`src/hw/rtl/qts_pkg.sv`:
```
`default_nettype none
// ----------------------------------------------------------------------------
// qts_pkg
// Shared types and constants of the quantum task scheduler.
// ----------------------------------------------------------------------------
package qts_pkg;

  localparam int SEQ_BITS   = 17;
  localparam int COUNT_BITS = 7;
  localparam int TICK_BITS  = 16;

  typedef enum logic [2:0] {
    OP_ADD     = 3'd0,
    OP_IO_DONE = 3'd1,
    OP_TICK    = 3'd2,
    OP_TO_IO   = 3'd3,
    OP_END     = 3'd4
  } op_t;

  localparam logic CFG_MODE    = 1'b0;
  localparam logic CFG_QUANTUM = 1'b1;

  // controller -> datapath
  typedef struct packed {
    logic load;       // capture input word, run event
    logic scan_start; // clear best candidate, start at slot 0
    logic scan_step;  // compare one slot
    logic finish;     // commit dispatch, produce result
  } dp_cmd_t;

  // datapath -> controller
  typedef struct packed {
    logic scan_last;
  } dp_stat_t;

endpackage
`default_nettype wire

```
`src/hw/rtl/qts_ctrl.sv`:
```
`default_nettype none
// ----------------------------------------------------------------------------
// qts_ctrl
// Sequencer: accept word, run event, scan store, deliver result.
// ----------------------------------------------------------------------------
module qts_ctrl
  import qts_pkg::*;
(
  input  wire logic     clk,
  input  wire logic     rst,
  input  wire logic     in_valid,
  output logic          in_ready,
  output logic          out_valid,
  input  wire logic     out_ready,
  output dp_cmd_t       cmd,
  input  wire dp_stat_t stat
);

  typedef enum logic [4:0] {
    S_IDLE  = 5'b00001,
    S_EVENT = 5'b00010,
    S_SCAN  = 5'b00100,
    S_DONE  = 5'b01000,
    S_OUT   = 5'b10000
  } state_t;

  state_t state, state_next;

  always_comb begin
    state_next = state;
    cmd        = '0;
    in_ready   = 1'b0;
    out_valid  = 1'b0;
    unique case (state)
      S_IDLE: begin
        in_ready = 1'b1;
        if (in_valid) begin
          cmd.load   = 1'b1;
          state_next = S_EVENT;
        end
      end
      S_EVENT: begin
        cmd.scan_start = 1'b1;
        state_next     = S_SCAN;
      end
      S_SCAN: begin
        cmd.scan_step = 1'b1;
        if (stat.scan_last) state_next = S_DONE;
      end
      S_DONE: begin
        cmd.finish = 1'b1;
        state_next = S_OUT;
      end
      S_OUT: begin
        out_valid = 1'b1;
        if (out_ready) state_next = S_IDLE;
      end
      default: state_next = S_IDLE;
    endcase
  end

  always_ff @(posedge clk) begin
    if (rst) state <= S_IDLE;
    else     state <= state_next;
  end

endmodule
`default_nettype wire

```
`src/hw/rtl/qts_datapath.sv`:
```
`default_nettype none
// ----------------------------------------------------------------------------
// qts_datapath
// Task stores, running slot, counters and the sequential best-task scan.
// ----------------------------------------------------------------------------
module qts_datapath
  import qts_pkg::*;
#(
  parameter int STORE_DEPTH = 16,
  parameter int ID_BITS     = 16,
  parameter int PRIO_BITS   = 8
) (
  input  wire logic                  clk,
  input  wire logic                  rst,
  input  wire dp_cmd_t               cmd,
  output dp_stat_t                   stat,
  input  wire logic                  cfg_mode,
  input  wire logic [TICK_BITS-1:0]  cfg_quantum,
  input  wire logic [2:0]            operation,
  input  wire logic [ID_BITS-1:0]    task_id,
  input  wire logic [PRIO_BITS-1:0]  priority_req,
  output logic                       dispatch_valid,
  output logic [ID_BITS-1:0]         dispatch_id,
  output logic                       suspend_valid,
  output logic [ID_BITS-1:0]         suspend_id,
  output logic                       busy_res,
  output logic [COUNT_BITS-1:0]      live_tasks,
  output logic [COUNT_BITS-1:0]      waiting_tasks,
  output logic                       dropped
);

  localparam int IDX_BITS = (STORE_DEPTH > 1) ? $clog2(STORE_DEPTH) : 1;
  localparam logic [COUNT_BITS-1:0] COUNT_MAX = '1;

  typedef struct packed {
    logic [ID_BITS-1:0]   id;
    logic [PRIO_BITS-1:0] prio;
    logic [SEQ_BITS-1:0]  seq;
  } entry_t;

  // two banks; bank_sel names the one acting as active store
  entry_t store_a [STORE_DEPTH];
  entry_t store_b [STORE_DEPTH];
  logic [STORE_DEPTH-1:0] valid_a, valid_b;
  logic bank_sel;

  logic [ID_BITS-1:0]   run_id;
  logic [PRIO_BITS-1:0] run_prio;
  logic                 run_flag;
  logic [TICK_BITS-1:0] tick_count;
  logic [COUNT_BITS-1:0] live_count, waiting_count;
  logic [SEQ_BITS-1:0]  seq;

  logic [IDX_BITS-1:0]  scan_idx;
  logic                 best_found;
  logic [IDX_BITS-1:0]  best_idx;
  logic [PRIO_BITS-1:0] best_prio;
  logic [SEQ_BITS-1:0]  best_age;
  logic                 need_dispatch;

  logic [STORE_DEPTH-1:0] act_valid, exp_valid;
  assign act_valid = bank_sel ? valid_b : valid_a;
  assign exp_valid = bank_sel ? valid_a : valid_b;

  // event decode
  op_t op;
  assign op = op_t'(operation);
  logic [TICK_BITS-1:0] quantum, tick_inc;
  assign quantum  = (cfg_quantum == '0) ? TICK_BITS'(1) : cfg_quantum;
  assign tick_inc = tick_count + TICK_BITS'(1);

  logic put_en, put_to_exp, put_ok;
  logic [ID_BITS-1:0]   put_id;
  logic [PRIO_BITS-1:0] put_prio;
  logic                 expire;
  logic [STORE_DEPTH-1:0] tgt_valid;
  logic [IDX_BITS-1:0]  free_idx;
  logic                 free_any;

  always_comb begin
    put_en = 1'b0;
    put_to_exp = 1'b0;
    put_id = task_id;
    put_prio = priority_req;
    expire = 1'b0;
    case (op)
      OP_ADD, OP_IO_DONE: put_en = 1'b1;
      OP_TICK: begin
        if (run_flag && tick_inc >= quantum) begin
          expire = 1'b1;
          put_en = 1'b1;
          put_to_exp = cfg_mode;
          put_id = run_id;
          put_prio = run_prio;
        end
      end
      default: ;
    endcase
  end

  assign tgt_valid = put_to_exp ? exp_valid : act_valid;

  always_comb begin
    free_any = 1'b0;
    free_idx = '0;
    for (int i = STORE_DEPTH - 1; i >= 0; i--) begin
      if (!tgt_valid[i]) begin
        free_any = 1'b1;
        free_idx = IDX_BITS'(i);
      end
    end
  end
  assign put_ok = put_en && free_any;

  logic put_bank;
  assign put_bank = put_to_exp ? ~bank_sel : bank_sel;

  // scan compare on the active bank
  entry_t cand;
  logic   cand_valid;
  logic [PRIO_BITS-1:0] cand_prio;
  logic [SEQ_BITS-1:0]  cand_age;
  logic                 cand_better;
  assign cand       = bank_sel ? store_b[scan_idx] : store_a[scan_idx];
  assign cand_valid = act_valid[scan_idx];
  assign cand_prio  = cfg_mode ? cand.prio : '0;
  assign cand_age   = seq - cand.seq;
  assign cand_better = cand_valid && (!best_found || cand_prio > best_prio ||
                       (cand_prio == best_prio && cand_age > best_age));
  assign stat.scan_last = (32'(scan_idx) == STORE_DEPTH - 1);

  entry_t best_entry;
  assign best_entry = bank_sel ? store_b[best_idx] : store_a[best_idx];

  always_ff @(posedge clk) begin
    if (rst) begin
      valid_a        <= '0;
      valid_b        <= '0;
      bank_sel       <= 1'b0;
      run_flag       <= 1'b0;
      run_id         <= '0;
      run_prio       <= '0;
      tick_count     <= '0;
      live_count     <= '0;
      waiting_count  <= '0;
      seq            <= '0;
      scan_idx       <= '0;
      best_found     <= 1'b0;
      need_dispatch  <= 1'b0;
      dispatch_valid <= 1'b0;
      suspend_valid  <= 1'b0;
      dropped        <= 1'b0;
    end else begin
      if (cmd.load) begin
        dispatch_valid <= 1'b0;
        dispatch_id    <= '0;
        suspend_valid  <= expire;
        suspend_id     <= expire ? run_id : '0;
        dropped        <= put_en && !free_any;
        if (put_ok) begin
          if (put_bank) begin
            store_b[free_idx] <= '{id: put_id, prio: put_prio, seq: seq};
            valid_b[free_idx] <= 1'b1;
          end else begin
            store_a[free_idx] <= '{id: put_id, prio: put_prio, seq: seq};
            valid_a[free_idx] <= 1'b1;
          end
          seq <= seq + SEQ_BITS'(1);
        end
        case (op)
          OP_ADD: if (put_ok && live_count != COUNT_MAX) live_count <= live_count + 1'b1;
          OP_IO_DONE: if (waiting_count != '0) waiting_count <= waiting_count - 1'b1;
          OP_TICK: begin
            if (run_flag) begin
              if (expire) begin
                run_flag   <= 1'b0;
                tick_count <= '0;
              end else begin
                tick_count <= tick_inc;
              end
            end
          end
          OP_TO_IO: begin
            if (run_flag) begin
              run_flag   <= 1'b0;
              tick_count <= '0;
              if (waiting_count != COUNT_MAX) waiting_count <= waiting_count + 1'b1;
            end
          end
          OP_END: begin
            if (run_flag) begin
              run_flag   <= 1'b0;
              tick_count <= '0;
              if (live_count != '0) live_count <= live_count - 1'b1;
            end
          end
          default: ;
        endcase
      end

      // swap when active is empty, then decide if a dispatch is due
      if (cmd.scan_start) begin
        if (act_valid == '0) bank_sel <= ~bank_sel;
        need_dispatch <= !run_flag;
        scan_idx      <= '0;
        best_found    <= 1'b0;
      end

      if (cmd.scan_step) begin
        if (cand_better) begin
          best_found <= 1'b1;
          best_idx   <= scan_idx;
          best_prio  <= cand_prio;
          best_age   <= cand_age;
        end
        if (!stat.scan_last) scan_idx <= scan_idx + IDX_BITS'(1);
      end

      if (cmd.finish && need_dispatch && best_found) begin
        run_flag       <= 1'b1;
        run_id         <= best_entry.id;
        run_prio       <= best_entry.prio;
        tick_count     <= '0;
        dispatch_valid <= 1'b1;
        dispatch_id    <= best_entry.id;
        if (bank_sel) valid_b[best_idx] <= 1'b0;
        else          valid_a[best_idx] <= 1'b0;
      end
    end
  end

  assign busy_res      = run_flag;
  assign live_tasks    = live_count;
  assign waiting_tasks = waiting_count;

endmodule
`default_nettype wire

```
`src/hw/rtl/quantum_task_scheduler.sv`:
```
`default_nettype none
// ----------------------------------------------------------------------------
// quantum_task_scheduler
// Event-driven task scheduler with active/expired stores and a running slot.
// ----------------------------------------------------------------------------
// In the cycle after an event word is accepted, the store swap is handled. The
// dispatch scan then walks the active store one slot per cycle, and the S_DONE
// state commits the dispatch. The result word is then presented in S_OUT and
// held until taken. The next event is accepted in the cycle after the result
// is taken, so a new event is not accepted while an earlier one is still in
// flight. Write configuration only while no event is in flight.
module quantum_task_scheduler
  import qts_pkg::*;
#(
  parameter int STORE_DEPTH = 16,
  parameter int ID_BITS     = 16,
  parameter int PRIO_BITS   = 8
) (
  input  wire logic                  clk,
  input  wire logic                  rst,
  input  wire logic                  cfg_we,
  input  wire logic                  cfg_index,
  input  wire logic [15:0]           cfg_data,
  input  wire logic                  in_valid,
  output logic                       in_ready,
  input  wire logic [2:0]            operation,
  input  wire logic [ID_BITS-1:0]    task_id,
  input  wire logic [PRIO_BITS-1:0]  priority_req,
  output logic                       out_valid,
  input  wire logic                  out_ready,
  output logic                       dispatch_valid,
  output logic [ID_BITS-1:0]         dispatch_id,
  output logic                       suspend_valid,
  output logic [ID_BITS-1:0]         suspend_id,
  output logic                       busy_res,
  output logic [COUNT_BITS-1:0]      live_tasks,
  output logic [COUNT_BITS-1:0]      waiting_tasks,
  output logic                       dropped
);

  logic                 scheduling_mode;
  logic [TICK_BITS-1:0] quantum_ticks;
  dp_cmd_t  cmd;
  dp_stat_t stat;

  always_ff @(posedge clk) begin
    if (rst) begin
      scheduling_mode <= 1'b0;
      quantum_ticks   <= TICK_BITS'(1);
    end else if (cfg_we) begin
      unique case (cfg_index)
        CFG_MODE:    scheduling_mode <= cfg_data[0];
        CFG_QUANTUM: quantum_ticks   <= cfg_data;
        default: ;
      endcase
    end
  end

  qts_ctrl u_ctrl (
    .clk       (clk),
    .rst       (rst),
    .in_valid  (in_valid),
    .in_ready  (in_ready),
    .out_valid (out_valid),
    .out_ready (out_ready),
    .cmd       (cmd),
    .stat      (stat)
  );

  qts_datapath #(
    .STORE_DEPTH (STORE_DEPTH),
    .ID_BITS     (ID_BITS),
    .PRIO_BITS   (PRIO_BITS)
  ) u_dp (
    .clk            (clk),
    .rst            (rst),
    .cmd            (cmd),
    .stat           (stat),
    .cfg_mode       (scheduling_mode),
    .cfg_quantum    (quantum_ticks),
    .operation      (operation),
    .task_id        (task_id),
    .priority_req   (priority_req),
    .dispatch_valid (dispatch_valid),
    .dispatch_id    (dispatch_id),
    .suspend_valid  (suspend_valid),
    .suspend_id     (suspend_id),
    .busy_res       (busy_res),
    .live_tasks     (live_tasks),
    .waiting_tasks  (waiting_tasks),
    .dropped        (dropped)
  );

endmodule
`default_nettype wire

```
`config.mk`:
```
export PLATFORM = sky130hd
export DESIGN_NAME = quantum_task_scheduler
export DESIGN_NICKNAME = d
export VERILOG_FILES = /design/src/hw/rtl/qts_pkg.sv /design/src/hw/rtl/qts_ctrl.sv /design/src/hw/rtl/qts_datapath.sv /design/src/hw/rtl/quantum_task_scheduler.sv
export SDC_FILE = /design/constraint.sdc
export NUM_CORES = 2
export LEC_CHECK = 0
export BUFFER_PORTS_ARGS = -buffer_cell sky130_fd_sc_hd__buf_4
export CAP_MARGIN = 40
export CORE_MARGIN = 1
export CORE_UTILIZATION = 35
export DETAILED_ROUTE_END_ITERATION = 10
export MAX_ROUTING_LAYER = met4
export PLACE_DENSITY = 0.48
export SYNTH_ARGS = -nofsm -noshare
export SYNTH_HDL_FRONTEND = slang
export SYNTH_SLANG_ARGS = --single-unit
```
`constraint.sdc`:
```
create_clock -name clk -period 20.2 [get_ports clk]
set_clock_uncertainty 0.2 [all_clocks]
set_input_delay 2.02 -clock clk [delete_from_list [all_inputs] [get_ports clk]]
set_output_delay 2.02 -clock clk [all_outputs]
set_load 0.1 [all_outputs]
```
Word-level counts from Yosys, hierarchy flattened

Memory sizes are Yosys's and may differ from the RTL's. A register that Yosys moved wholly into a read port is not among the register bits.
Index checks and enable logic that the tools add are counted.

Input port bits: 49
Memories kept: 2
RAM bits: 1312
Register bits: 197

$lt $le $gt $ge: 8
Reductions and logical operators: 40
Muxes and demuxes: 119
Equal/unequal tests: 24
Add/sub/neg operators: 8
Bitwise gates (word level): 8

Memory list:

| name         | depth | width | read ports | clocked after memory_dff | wr ports | line               | text |
|---|---|---|---|---|---|---|---|
| u_dp.store_a | 16    | 41    | 2          | 2                        | 1        | qts_datapath.sv:42 | `entry_t store_a [STORE_DEPTH];` |
| u_dp.store_b | 16    | 41    | 2          | 2                        | 1        | qts_datapath.sv:43 | `entry_t store_b [STORE_DEPTH];` |

Operator list:

| kind                    | number |
|---|---|
| $mux W16                | 23 |
| $mux W4                 | 23 |
| $mux W1                 | 50 |
| $mux W7                 | 6 |
| $mux W41                | 1 |
| $and A16 B16 Y16        | 2 |
| $logic_not A16 Y1       | 2 |
| $or A16 B16 Y16         | 2 |
| $pmux W16 S2            | 1 |
| $pmux W7 S2             | 2 |
| $mux W25                | 1 |
| $pmux W5 S5             | 1 |
| $mux W8                 | 3 |
| $add A17 B1 Y17 const B | 1 |
| $gt A17 B17 Y1          | 1 |
| $sub A17 B17 Y17        | 1 |
| $add A16 B1 Y16 const B | 1 |
| $ge A16 B16 Y1          | 1 |
| $ne A2 B1 Y1 const B    | 8 |
| $not A16 Y16            | 1 |
| $lt A4 B5 Y1 const B    | 3 |
| $mux W5                 | 3 |
| $add A7 B1 Y7 const B   | 2 |
| $ne A7 B7 Y1 const B    | 2 |
| other kinds (31)        | 66 |

Logic depth before layout (Yosys ltp)

Word-level depth: 35
Depth in mapped cells: 28
Gate-level depth less buffers: 24

By module

From an unflattened synthesis, not the netlist that was laid out.

Cell total of the unflattened synthesis: 3251
Area, all modules: 63055.5 sq um

Modules (own cells, without submodules):

| module                 | seq. area each (sq um) | times used | area each (sq um) | cells an instance |
|---|---|---|---|---|
| qts_datapath           | 43591.8                | 1          | 61915.6           | 3135 |
| quantum_task_scheduler | 340.3                  | 1          | 827.0             | 79 |
| qts_ctrl               | 100.1                  | 1          | 312.8             | 37 |

Least setup slack after synthesis

OpenSTA, ideal clock, no wires.

Kind: register to register
Start point: register u_dp.tick_count[0]
End point: memory u_dp.store_a[5][0] (netlist bit), enable pin
Cell stages (with the launch flop): 18
Clock period less this slack: 7.527 ns
Setup slack: 12.673 ns
Arrival time: 6.837 ns
Path buffers: 2
Cell sequence: dfxtp_1 ha_1 and3_1 clkbuf_1 and3_1 and2_1 nand4_1 xnor2_1 ha_1 nand4_2 or3_1 or4_1 a21oi_1 and3b_1 a311o_1 or2_1 buf_2 nor3_1

Word-level cells in the longest chain between the ends: 27
Elaborated cells between the ends (all ways): 47

Ends and longest elaborated chain:

| item                          | line                | text |
|---|---|---|
| start: declaration            | qts_datapath.sv:50  | `logic [TICK_BITS-1:0] tick_count;` |
| start signal: assignment      | qts_datapath.sv:179 | `tick_count <= tick_inc;` |
| $add A16 B1 Y16 *             | qts_datapath.sv:70  | `assign tick_inc = tick_count + TICK_BITS'(1);` |
| $ge A16 B16 Y1 *              | qts_datapath.sv:89  | `if (run_flag && tick_inc >= quantum) begin` |
| $logic_and A1 B1 Y1 *         | qts_datapath.sv:89  |  |
| $mux W1                       | qts_datapath.sv:89  |  |
| $mux W1                       | qts_datapath.sv:86  | `case (op)` |
| $mux W16                      | qts_datapath.sv:101 | `assign tgt_valid = put_to_exp ? exp_valid : act_valid;` |
| $mux W1 (16 in a row)         | qts_datapath.sv:107 | `if (!tgt_valid[i]) begin` |
| $logic_and A1 B1 Y1           | qts_datapath.sv:113 | `assign put_ok = put_en && free_any;` |
| $mux W1                       | qts_datapath.sv:160 | `if (put_ok) begin` |
| $mux W1                       | qts_datapath.sv:154 | `if (cmd.load) begin` |
| $mux W1                       | qts_datapath.sv:136 | `if (rst) begin` |
| $mux W1 (implied by the code) | qts_datapath.sv:165 | `store_a[free_idx] <= '{id: put_id, prio: put_prio, seq: seq};` |
| end: declaration              | qts_datapath.sv:42  |  |

Mark *: on every way between the ends. The rest lies on a longest branch, timed or not.

==> results.py <==
metrics = {
    "run_status": {
        "status": "finished clean",
    },
    "clocking": {
        "clkLatencyLatePin_ns": 0.80,
        "cts-root-buf": "clkbuf_16",
        "post_cts_buffers": 0,
        "cts_buffers": 165,
        "clkTransAtPathRegs_ns": 0.06,
        "cts_buffer_depth": 3,
        "cts_resized": 0,
        "cts_hold_buf": 0,
        "cts_tree": "built",
        "htreeDepth": 4,
        "clock_sinks": 1513,
    },
    "critical_path": {
        "crit_chain": "buf_4, buf_4, mux4_2, mux4_2, mux2i_1, ha_1, or3_1, o2111ai_1, a31oi_1, a211o_1, a21oi_1, xnor2_1, ha_1, nand4_1, nor2_1, o21ai_0, a31oi_1, o311a_1, o22a_2, mux2_2",
        "rr_worst_depth": 20,
        "endpoint_kind": "flip-flop",
        "r2r-start": "u_dp.scan_idx[1]$_SDFF_PP0_",
        "cp-start-kind": "flip-flop",
        "crit_start": "u_dp.scan_idx[1]$_SDFF_PP0_",
        "cpPeakStageDelay_ns": 0.83,
        "slowest_stage": "buf_4",
        "crit_type": "reg -> reg",
        "critPathArrivalTime_ns": 8.37,
        "required_ns": 20.69,
        "crit_fanout": 55,
        "r2r_slack_ns": 12.31,
    },
    "yosys": {
        "postSynthCellCount": 3357,
        "synth_seq_area_share_pct": 69.5,
        "yosysUniqueCellTypes": 84,
        "syn_nets": 3479,
        "syn_avg_cell_area_um2": 18.9,
        "synthFlopType": "edfxtp_1",
        "async_reset_ff_share_pct": 0,
        "synth_edf_count": 1373,
        "yosysWarnings": 0,
        "synth_seq_cells": 1513,
        "syn-cell-area_um2": 63400,
    },
    "pwr": {
        "power_density_nw_per_um2": 89.5,
        "peakVddDrop_v": 0.0000613,
        "cellLeakagePower_uw": 0.0244,
    },
    "detailed_routing": {
        "wl_per_cell_um": 30.1,
        "num_vias": 33713,
        "firstDrtPassIters": 6,
        "drt-vias-per-instance": 5.55,
        "routed_wl_mm": 183,
        "drc_errors": 0,
        "drt_iter0_drc": 3222,
        "drt.antenna.violating_nets": 0,
    },
    "hold_path": {
        "hold_start": "quantum_ticks[9]$_SDFFE_PP0P_",
        "hp-class": "reg -> reg",
    },
    "sta": {
        "rsz0062_at_grt": "false",
        "period_needed_ns": 7.89,
        "hold_viol": 0,
        "fin_crit_sh_pct": 39.0,
        "setup_viol": 0,
        "max_clock_freq_mhz": 127,
        "finalMaxSlewViolations": 0,
        "worst_pin_slew_ns": 1.00,
        "setup_slack_ns": 12.31,
        "max-slew-margin-rel_pct": 33.3,
        "tns_ns": 0,
    },
    "floorplan": {
        "rows": 155,
        "coreArea_um2": 179000,
        "die_x_um": 427,
        "dieArea_um2": 183000,
        "initial_core_util_pct": 35.4,
        "ios": 101,
        "die_h_um": 427,
    },
    "grt": {
        "grt_max_degree": 120,
        "grtUsageTotal_pct": 20.8,
        "grt_pass1_wl_mm": 258,
        "grt.overflow.total": 0,
        "antenna_found_initial": 8,
        "grt_pass1_vias": 34255,
    },
    "final_layout": {
        "ff_latch_area_um2": 44100,
        "multi_input_area_um2": 18600,
        "fin_nets": 3700,
        "area_growth_pct": 15.9,
        "fillers": 16037,
        "drive_gt1_share_pct": 29.2,
    },
    "placed_design": {
        "place_ws_ns": 12.40,
        "finalWeightedCongestion": 0.847,
        "portBuffers": 100,
        "place_hpwl_mm": 103,
    },
    "run": {
        "maxCapViolCount": 0,
    },
}
[cell usage in the layout (no fill, tap or decap), types with 26 or more instances in the layout]
master	Yosys	layout
a21oi_1	125	124
and2_1	27	27
and3_1	27	27
buf_4	0	204
clkbuf_1	116	34
clkbuf_16	0	167
clkinv_1	1	30
clkinv_2	0	33
dfxtp_1	140	131
edfxtp_1	1373	1373
ha_1	70	70
inv_1	67	67
mux2_2	33	33
mux2i_1	41	41
mux4_2	501	501
nand2_1	171	171
nand3_1	48	48
nand4_1	26	26
nor2_1	134	117
nor3_1	46	30
o21ai_0	51	51
xnor2_1	33	33
[flip-flops by register name, indices dropped and copies added (netlist names), 8 cells and up, named ones only]
| name | cells |
|---|---|
| u_dp.tick_count | 16 |
| u_dp.store_b | 656 |
| u_dp.run_id | 16 |
| u_dp.seq | 17 |
| u_dp.valid_a | 16 |
| quantum_ticks | 16 |
| u_dp.best_prio | 8 |
| u_dp.store_a | 656 |
| u_dp.dispatch_id | 16 |
| u_dp.suspend_id | 16 |
| u_dp.valid_b | 16 |
| u_dp.run_prio | 8 |
| u_dp.best_age | 17 |
[stage by stage]
| step | power, uW | instance area [um^2] | utilization [%] | instances | hold slack [ns] |
|---|---|---|---|---|---|
| final | 6570 | 73400 | 41.0 | 6077 | 0.277 |
| after global routing | 6770 | 73400 | 41.0 | 6076 | 0.298 |
| after CTS | 6640 | 73400 | 41.0 | 6073 | 0.277 |
| after detailed placement | 3660 | 68100 | 38.0 | 5766 | 0.267 |
| after global placement | 3660 | 67500 | 37.6 | 5740 | 0.262 |
| after floorplan | 3590 | 63400 | - | 3357 | 0.206 |
[routing by layer]
metal	vias to the layer above	part of all wire [%]	routed length [um]	GRT usage, %
met5	-	0	0	-
met4	0	2.4	4420	5.82
met3	255	5.9	10700	3.64
met2	1018	48	87600	32.3
met1	18151	44	80200	28.0
li1	14289	-	-	-
[cell usage after synthesis, types with 46 or more instances]
library cell	instances	area (um^2)
clkbuf_1	116	435
mux4_2	501	11300
o21ai_0	51	255
ha_1	70	876
nand3_1	48	240
a21oi_1	125	626
nor2_1	134	503
edfxtp_1	1373	41200
nor3_1	46	230
buf_1	47	176
dfxtp_1	140	2800
inv_1	67	251
nand2_1	171	642
[worst max-delay path, delay by kind of cell (launching register included)]
kind                     cells  cell delay (ns)
adder cells (fa/ha/maj)      2             0.71
flip-flops                   1             0.57
multiplexers                 4             1.84
AND/OR/NAND/NOR              3             0.66
AO/OA/AOI/OAI                8             2.05
XOR/XNOR                     1             0.12
buffers and inverters        2             1.55
[worst min path at each step]
stage / end / cells after the start / slack (ns)
after CTS: quantum_ticks[9]$_SDFFE_PP0P_ / 2 / 0.28
after global routing: quantum_ticks[11]$_SDFFE_PP0P_ / 2 / 0.30
final: quantum_ticks[9]$_SDFFE_PP0P_ / 2 / 0.28
after detailed placement: quantum_ticks[9]$_SDFFE_PP0P_ / 2 / 0.27
after floorplan: u_dp.best_idx[2]$_DFFE_PP_ / 0 / 0.21
after global placement: quantum_ticks[10]$_SDFFE_PP0P_ / 2 / 0.26
[cell families (layout without fill, tap and decap cells)]
group	Yosys count	in the layout	share of synthesized area [%]
buf+inv	248	609	1.51
flops	1513	1513	69.5
other cells	0	4	0
compound gates	322	322	3.33
fa+ha+maj	73	73	1.48
mux	575	575	19.0
simple gates	575	575	4.43
xor+xnor	51	51	0.717
[where the power goes]
group	internal [uW]	total, uW	leakage (uW)	switching (uW)
logic	48.8	184	0.00730	135
registers	3400	3410	0.0145	6.92
clock network	1690	2980	0.00262	1290
total	5140	6570	0.0244	1430
[area by class of cell]
type	instances	area share, %
Timing Repair Buffer	234	3.00
Tap cell	2355	4.01
Inverter	68	0.351
Sequential cell	1513	60.0
Clock buffer	218	6.18
Multi-Input combinational cell	1596	25.3
Antenna cell	4	0.0136
Clock inverter	89	1.12
Note: power is estimated with default switching activity, not from simulation.
